### src/rtl/rv64e_pkg.sv
// Shared types, codes and helper functions of the RV64 instruction executor.
package rv64e_pkg;

  localparam int unsigned REG_COUNT = 32;
  localparam int unsigned CSR_COUNT = 4096;
  localparam int unsigned QDEPTH    = 4;

  localparam logic [63:0] START_RESET = 64'h0000_0000_8000_0000;
  localparam logic [63:0] STACK_RESET = 64'h0000_0000_8800_0000;
  localparam logic [1:0]  PRIV_MACHINE    = 2'd3;
  localparam logic [1:0]  PRIV_SUPERVISOR = 2'd1;
  localparam logic [1:0]  PRIV_USER       = 2'd0;

  localparam logic [11:0] CSR_SSTATUS = 12'h100;
  localparam logic [11:0] CSR_SIE     = 12'h104;
  localparam logic [11:0] CSR_SEPC    = 12'h141;
  localparam logic [11:0] CSR_MSTATUS = 12'h300;
  localparam logic [11:0] CSR_MIDELEG = 12'h303;
  localparam logic [11:0] CSR_MIE     = 12'h304;
  localparam logic [11:0] CSR_MEPC    = 12'h341;

  localparam logic [6:0] OP_LOAD   = 7'h03;
  localparam logic [6:0] OP_IMM    = 7'h13;
  localparam logic [6:0] OP_AUIPC  = 7'h17;
  localparam logic [6:0] OP_IMM32  = 7'h1b;
  localparam logic [6:0] OP_STORE  = 7'h23;
  localparam logic [6:0] OP_AMO    = 7'h2f;
  localparam logic [6:0] OP_REG    = 7'h33;
  localparam logic [6:0] OP_LUI    = 7'h37;
  localparam logic [6:0] OP_REG32  = 7'h3b;
  localparam logic [6:0] OP_BRANCH = 7'h63;
  localparam logic [6:0] OP_JALR   = 7'h67;
  localparam logic [6:0] OP_JAL    = 7'h6f;
  localparam logic [6:0] OP_SYSTEM = 7'h73;

  localparam logic [6:0] F7_BASE  = 7'h00;
  localparam logic [6:0] F7_MUL   = 7'h01;
  localparam logic [6:0] F7_ALT   = 7'h20;
  localparam logic [6:0] F7_SRET  = 7'h08;
  localparam logic [6:0] F7_MRET  = 7'h18;
  localparam logic [6:0] F7_FENCE = 7'h09;

  // pending access codes: loads use funct3 + 1
  localparam logic [3:0] PEND_NONE      = 4'd0;
  localparam logic [3:0] PEND_LOAD_LAST = 4'd7;
  localparam logic [3:0] PEND_AMOADD_W  = 4'd8;
  localparam logic [3:0] PEND_AMOADD_D  = 4'd10;

  typedef enum logic [2:0] {
    KIND_RETIRED = 3'd0,
    KIND_READ    = 3'd1,
    KIND_WRITE   = 3'd2,
    KIND_ILLEGAL = 3'd3,
    KIND_HALTED  = 3'd4
  } kind_t;

  typedef struct packed {
    kind_t       kind;
    logic [63:0] mem_address;
    logic [1:0]  access_size;
    logic [63:0] write_data;
    logic [63:0] next_pc;
    logic [1:0]  privilege;
    logic        last;
  } result_t;

  typedef struct packed {
    logic        we;
    logic [4:0]  addr;
    logic [63:0] data;
  } rf_wr_t;

  typedef struct packed {
    logic        we;
    logic [11:0] addr;
    logic [63:0] data;
  } csr_wr_t;

  typedef struct packed {
    logic [63:0] sstatus;
    logic [63:0] sepc;
    logic [63:0] mstatus;
    logic [63:0] mepc;
  } csr_view_t;

  function automatic logic [63:0] sext32(input logic [31:0] v);
    return {{32{v[31]}}, v};
  endfunction

  function automatic logic [63:0] size_mask(input logic [1:0] size);
    logic [63:0] m;
    case (size)
      2'd0:    m = 64'h0000_0000_0000_00ff;
      2'd1:    m = 64'h0000_0000_0000_ffff;
      2'd2:    m = 64'h0000_0000_ffff_ffff;
      default: m = 64'hffff_ffff_ffff_ffff;
    endcase
    return m;
  endfunction

  // extend load data per funct3: bit 2 set means unsigned
  function automatic logic [63:0] load_ext(input logic [63:0] d, input logic [2:0] f3);
    logic [63:0] v;
    case (f3)
      3'd0:    v = {{56{d[7]}}, d[7:0]};
      3'd1:    v = {{48{d[15]}}, d[15:0]};
      3'd2:    v = {{32{d[31]}}, d[31:0]};
      3'd4:    v = {56'd0, d[7:0]};
      3'd5:    v = {48'd0, d[15:0]};
      3'd6:    v = {32'd0, d[31:0]};
      default: v = d;
    endcase
    return v;
  endfunction

endpackage

### src/rtl/rv64e_out_if.sv
// Result channel interface: retirement, memory requests and status.
interface rv64e_out_if;
  logic        valid;
  logic        ready;
  logic [2:0]  kind;
  logic [63:0] mem_address;
  logic [1:0]  access_size;
  logic [63:0] write_data;
  logic [63:0] next_pc;
  logic [1:0]  privilege;
  logic        last;

  modport source(output valid, output kind, output mem_address, output access_size,
                 output write_data, output next_pc, output privilege, output last,
                 input ready);
  modport sink(input valid, input kind, input mem_address, input access_size,
               input write_data, input next_pc, input privilege, input last,
               output ready);
endinterface

### src/rtl/rv64e_outq.sv
// Result queue: takes up to two results a cycle, hands out one beat a cycle while the receiver is ready.
module rv64e_outq import rv64e_pkg::*; (
  input  logic        clk,
  input  logic        rst_n,
  input  logic [1:0]  push_cnt,
  input  result_t     push0,
  input  result_t     push1,
  output logic [2:0]  count,
  rv64e_out_if.source out_chan
);

  result_t    entries [QDEPTH];
  logic [1:0] head_r, tail_r;
  logic [2:0] count_r;
  logic       pop;
  result_t    head;

  assign pop = out_chan.valid && out_chan.ready;

  always_ff @(posedge clk) begin
    if (push_cnt != 2'd0) begin
      entries[tail_r] <= push0;
    end
    if (push_cnt == 2'd2) begin
      entries[tail_r + 2'd1] <= push1;
    end
  end

  always_ff @(posedge clk) begin
    if (!rst_n) begin
      head_r  <= '0;
      tail_r  <= '0;
      count_r <= '0;
    end else begin
      tail_r  <= tail_r + push_cnt;
      head_r  <= head_r + {1'b0, pop};
      count_r <= count_r + {1'b0, push_cnt} - {2'b0, pop};
    end
  end

  assign head                 = entries[head_r];
  assign count                = count_r;
  assign out_chan.valid       = (count_r != 3'd0);
  assign out_chan.kind        = head.kind;
  assign out_chan.mem_address = head.mem_address;
  assign out_chan.access_size = head.access_size;
  assign out_chan.write_data  = head.write_data;
  assign out_chan.next_pc     = head.next_pc;
  assign out_chan.privilege   = head.privilege;
  assign out_chan.last        = head.last;

endmodule

### src/flat_wrapper.sv
// flat-port wrapper written by rule: the top's interface ports become plain ports
module rv64e_outq_flat import rv64e_pkg::*;
  (clk, rst_n, push_cnt, push0, push1, count, out_chan_valid, out_chan_kind, out_chan_mem_address, out_chan_access_size, out_chan_write_data, out_chan_next_pc, out_chan_privilege, out_chan_last, out_chan_ready);
  rv64e_out_if out_chan_i ();
  input  logic clk;
  input  logic rst_n;
  input  logic [1:0] push_cnt;
  input  result_t push0;
  input  result_t push1;
  output logic [2:0] count;
  output wire logic [$bits(out_chan_i.valid)-1:0] out_chan_valid;
  output wire logic [$bits(out_chan_i.kind)-1:0] out_chan_kind;
  output wire logic [$bits(out_chan_i.mem_address)-1:0] out_chan_mem_address;
  output wire logic [$bits(out_chan_i.access_size)-1:0] out_chan_access_size;
  output wire logic [$bits(out_chan_i.write_data)-1:0] out_chan_write_data;
  output wire logic [$bits(out_chan_i.next_pc)-1:0] out_chan_next_pc;
  output wire logic [$bits(out_chan_i.privilege)-1:0] out_chan_privilege;
  output wire logic [$bits(out_chan_i.last)-1:0] out_chan_last;
  input wire logic [$bits(out_chan_i.ready)-1:0] out_chan_ready;
  assign out_chan_valid = out_chan_i.valid;
  assign out_chan_kind = out_chan_i.kind;
  assign out_chan_mem_address = out_chan_i.mem_address;
  assign out_chan_access_size = out_chan_i.access_size;
  assign out_chan_write_data = out_chan_i.write_data;
  assign out_chan_next_pc = out_chan_i.next_pc;
  assign out_chan_privilege = out_chan_i.privilege;
  assign out_chan_last = out_chan_i.last;
  assign out_chan_i.ready = out_chan_ready;
  rv64e_outq u_core (.clk(clk), .rst_n(rst_n), .push_cnt(push_cnt), .push0(push0), .push1(push1), .count(count), .out_chan(out_chan_i));
endmodule
### config.mk
export PLATFORM = sky130hd
export DESIGN_NAME = rv64e_outq_flat
export DESIGN_NICKNAME = d
export VERILOG_FILES = /design/src/rtl/rv64e_pkg.sv /design/src/rtl/rv64e_out_if.sv /design/src/rtl/rv64e_outq.sv /design/src/flat_wrapper.sv
export SDC_FILE = /design/constraint.sdc
export NUM_CORES = 1
export LEC_CHECK = 0
export BUFFER_PORTS_ARGS = -buffer_cell sky130_fd_sc_hd__buf_4
export CORE_MARGIN = 4
export CORE_UTILIZATION = 40
export DETAILED_ROUTE_END_ITERATION = 6
export GPL_ROUTABILITY_DRIVEN = 0
export SLEW_MARGIN = 20
export SYNTH_ARGS = -nofsm -noshare
export SYNTH_HDL_FRONTEND = slang
export SYNTH_SLANG_ARGS = --single-unit
### constraint.sdc
create_clock -name clk -period 17.17 [get_ports clk]
set_input_delay 0 -clock clk [delete_from_list [all_inputs] [get_ports clk]]
set_output_delay 0 -clock clk [all_outputs]
set_load 0.005 [all_outputs]
==> summary.txt <==
Timing
  • Tightest Pin Transition: roughly 1.2 ns
  • Final setup violation count: 0
  • TNS Setup: 0 ns
  • Hold slack: between 0.2 and 0.25 ns
  • Slew Limit Headroom: 0.232
  • Pins Over Slew Limit: 0
  • Tcrit/Tclk final: 0.273
  • Hold Violations, Final: 0
  • RSZ-0062 raised after global routing: no
  • FMAX: about 210 MHz
  • Final critical-path required period: between 4 and 5 ns
  • Layout Skew: 0.0145 ns

GRT
  • First-pass GRT wire length: around 170000 µm
  • Antenna violations before repair: 27
  • Gr ovfl total: 0
  • Total Routing Usage GR: 0.215
  • Largest net degree at the start of global routing: 101
  • Number of global-route vias before repair: between 20000 and 30000

Final layout
  • Design area: between 50000 and 60000 µm²
  • Multi-input gate area: 14000 µm²
  • Share of layout cells above drive strength 1: 0.544
  • Area Growth Syn to Fin: 36.2%
  • Register Area: 24200 µm²
  • Final nets: 3599
  • Fillers: approximately 7600

Critical path
  • Type of the worst setup path: flip-flop to flip-flop
  • Critical path's slowest cell: buf_4
  • Req. time, crit path: about 18 ns
  • Kind of end point of the critical path: flip-flop
  • Cells along the critical path: and4bb_4 > buf_4 > buf_4 > buf_4 > mux2_2 > dlygate4sd3_1
  • R2r setup slk: 12.47 ns
  • Critical Path Fanout Max: 53
  • Crit-path max cell delay: 0.85 ns
  • Startpoint types: flip-flop
  • Crit path arrival time: 5.09 ns
  • Most used cell, CP: buf_4

Pwr
  • Pwr Density: 108 nW/µm²
  • Lkg Pwr: around 0.019 µW
  • Max IR drop VDD: between 70 and 80 µV

Synth
  • Syn Nets: 2387
  • Synth area leader: edfxtp_1
  • Ranking of synthesized cells by area: edfxtp_1, mux2_2, mux4_2
  • EDFF count, synth: 800
  • Mapped Avg Cell Area: 19.9 µm²
  • Dominant cell by count in the synthesized netlist: edfxtp_1
  • Sequential fraction of the synthesis area: 0.614
  • Number of warning messages in the yosys log: 0
  • Post-synthesis register bit count: 807
  • Ys async rst share: 0
  • Synth top area share: 0.611
  • Post-Syn Area: 39300 µm²
  • Yosys cell types: 31
  • Mapped Cells: ~2000
  • Synth Flop Type: edfxtp_1
  • Most instantiated cells after synthesis: edfxtp_1, mux2_2, mux4_2

Floorplanning
  • Rows: 114
  • Die Area: 103000 µm²
  • CORE AREA: 97100 µm²
  • Overall die width: 322 µm
  • Die height: 322 µm
  • IO Count: 609
  • Initial core utilization: 0.405

Detailed routing
  • Drt total wl: approximately 110000 µm
  • DRT iter0 DRCs: 1307
  • Vias per cell: 5.29
  • DRC viols: 0
  • DR WL/cell: 25.0 µm
  • Total number of vias: around 24000
  • DRT antenna net count: 0
  • TritonRoute pass-1 iters: 5

CTS
  • Clk slew on worst S/H paths: roughly 0.060 ns
  • TritonCTS clock tree: done
  • CTS buffer count: 92
  • Clock Sinks: 807
  • Htree depth: 3
  • Clock root buffer: clkbuf_16
  • Worst skew pair latency: 0.67 ns
  • PostCTS Resize Cnt: 0
  • Max Root-Sink Buffers: 3

Hold path
  • Hold Path Class: primary input to flip-flop

Job
  • Max-Cap Viols: 0

Placed design
  • Detail Placement HPWL: 64300 µm
  • Post-placement cell area: 44600 µm²
  • Input/output buffers: 608

Run status
  • Run status: complete, no violations
sequential cells by signal, summed over array words and instances (netlist names):
name and cells:
u_core.count 3, u_core.entries 800, u_core.head_r 2, u_core.tail_r 2
critical path, delay by kind of cell (launching register included):
| kind | cells | cell delay (ns) |
|---|---|---|
| buffers and inverters | 4 | 3.01 |
| DFF | 1 | 0.61 |
| muxes | 1 | 0.42 |
| and+or+nand+nor | 1 | 0.29 |
layout make-up:
cell class | instances | share of cell area
sequential | 807 | 0.451
inverter | 3 | 0.000210
timing repair buffer | 1253 | 0.205
clock buffer | 119 | 0.0450
clock inverter | 40 | 0.00715
antenna | 23 | 0.00107
multi-input combinational | 1033 | 0.260
tap | 1276 | 0.0298
cells by family (layout without fill, tap and decap cells):
family,after synthesis,after routing,synth area share
DFF,807,807,0.614
xor gates and xnor gates,2,2,0.00115
other,0,23,0
adders and majority gates,4,4,0.00146
AOI/OAI and AO/OA,4,4,0.000795
and+or+nand+nor,19,19,0.00360
buffers and inverters,138,1415,0.0321
muxes,1004,1004,0.347
metrics by stage:
| stage | setup WS, ns | util | total power [µW] | std cells |
|---|---|---|---|---|
| 2_1_floorplan | 1.12 | - | 3300 | 1978 |
| 6_report | 12.47 | 0.552 | 5790 | 4554 |
| 5_1_grt | 12.34 | 0.551 | 6030 | 4545 |
| 3_5_place_dp | 12.28 | 0.459 | 3850 | 3763 |
| 3_3_place_gp | 12.25 | 0.459 | 3830 | 3763 |
| 4_1_cts | 12.26 | 0.550 | 5860 | 4529 |
layer usage:
layer | share of wire | global-route usage
met1 | 0.39 | 0.252
met5 | 0.00076 | 0
met3 | 0.068 | 0.0557
met4 | 0.026 | 0.0616
met2 | 0.52 | 0.390
power by group:
group          internal (µW)  switching, µW  leakage, µW
clock network           1070            790      0.00135
logic                    795            656      0.00999
registers               2420           62.9      0.00756
cell usage in the layout, fill, tap and decap left out, drive strengths merged, types with 7 or more instances in the layout:
cell         Yosys  final
buf            133    646
clkbuf           2    119
clkinv           0     30
dfxtp            7      7
diode            0     23
dlygate4sd3      0    607
edfxtp         800    800
inv              3      7
mux2           800    800
mux4           200    200
worst paths after layout:
check / startpoint / to / depth (start not counted)
hold / removal: push1[122] / u_core.entries[1][122] / 3
setup reg to reg: u_core.tail_r[1] / u_core.entries[3][101] / 6
hold reg to reg: u_core.count[1] / u_core.head_r[0] / 2
setup / recovery: u_core.tail_r[1] / u_core.entries[3][101] / 6
what timing repair did:
item                                   in CTS  in global routing
buffers inserted                            0                  0
endpoints found under the hold margin     807                  0
hold buffers                              607                  0
(Power assumes the default switching activity.)
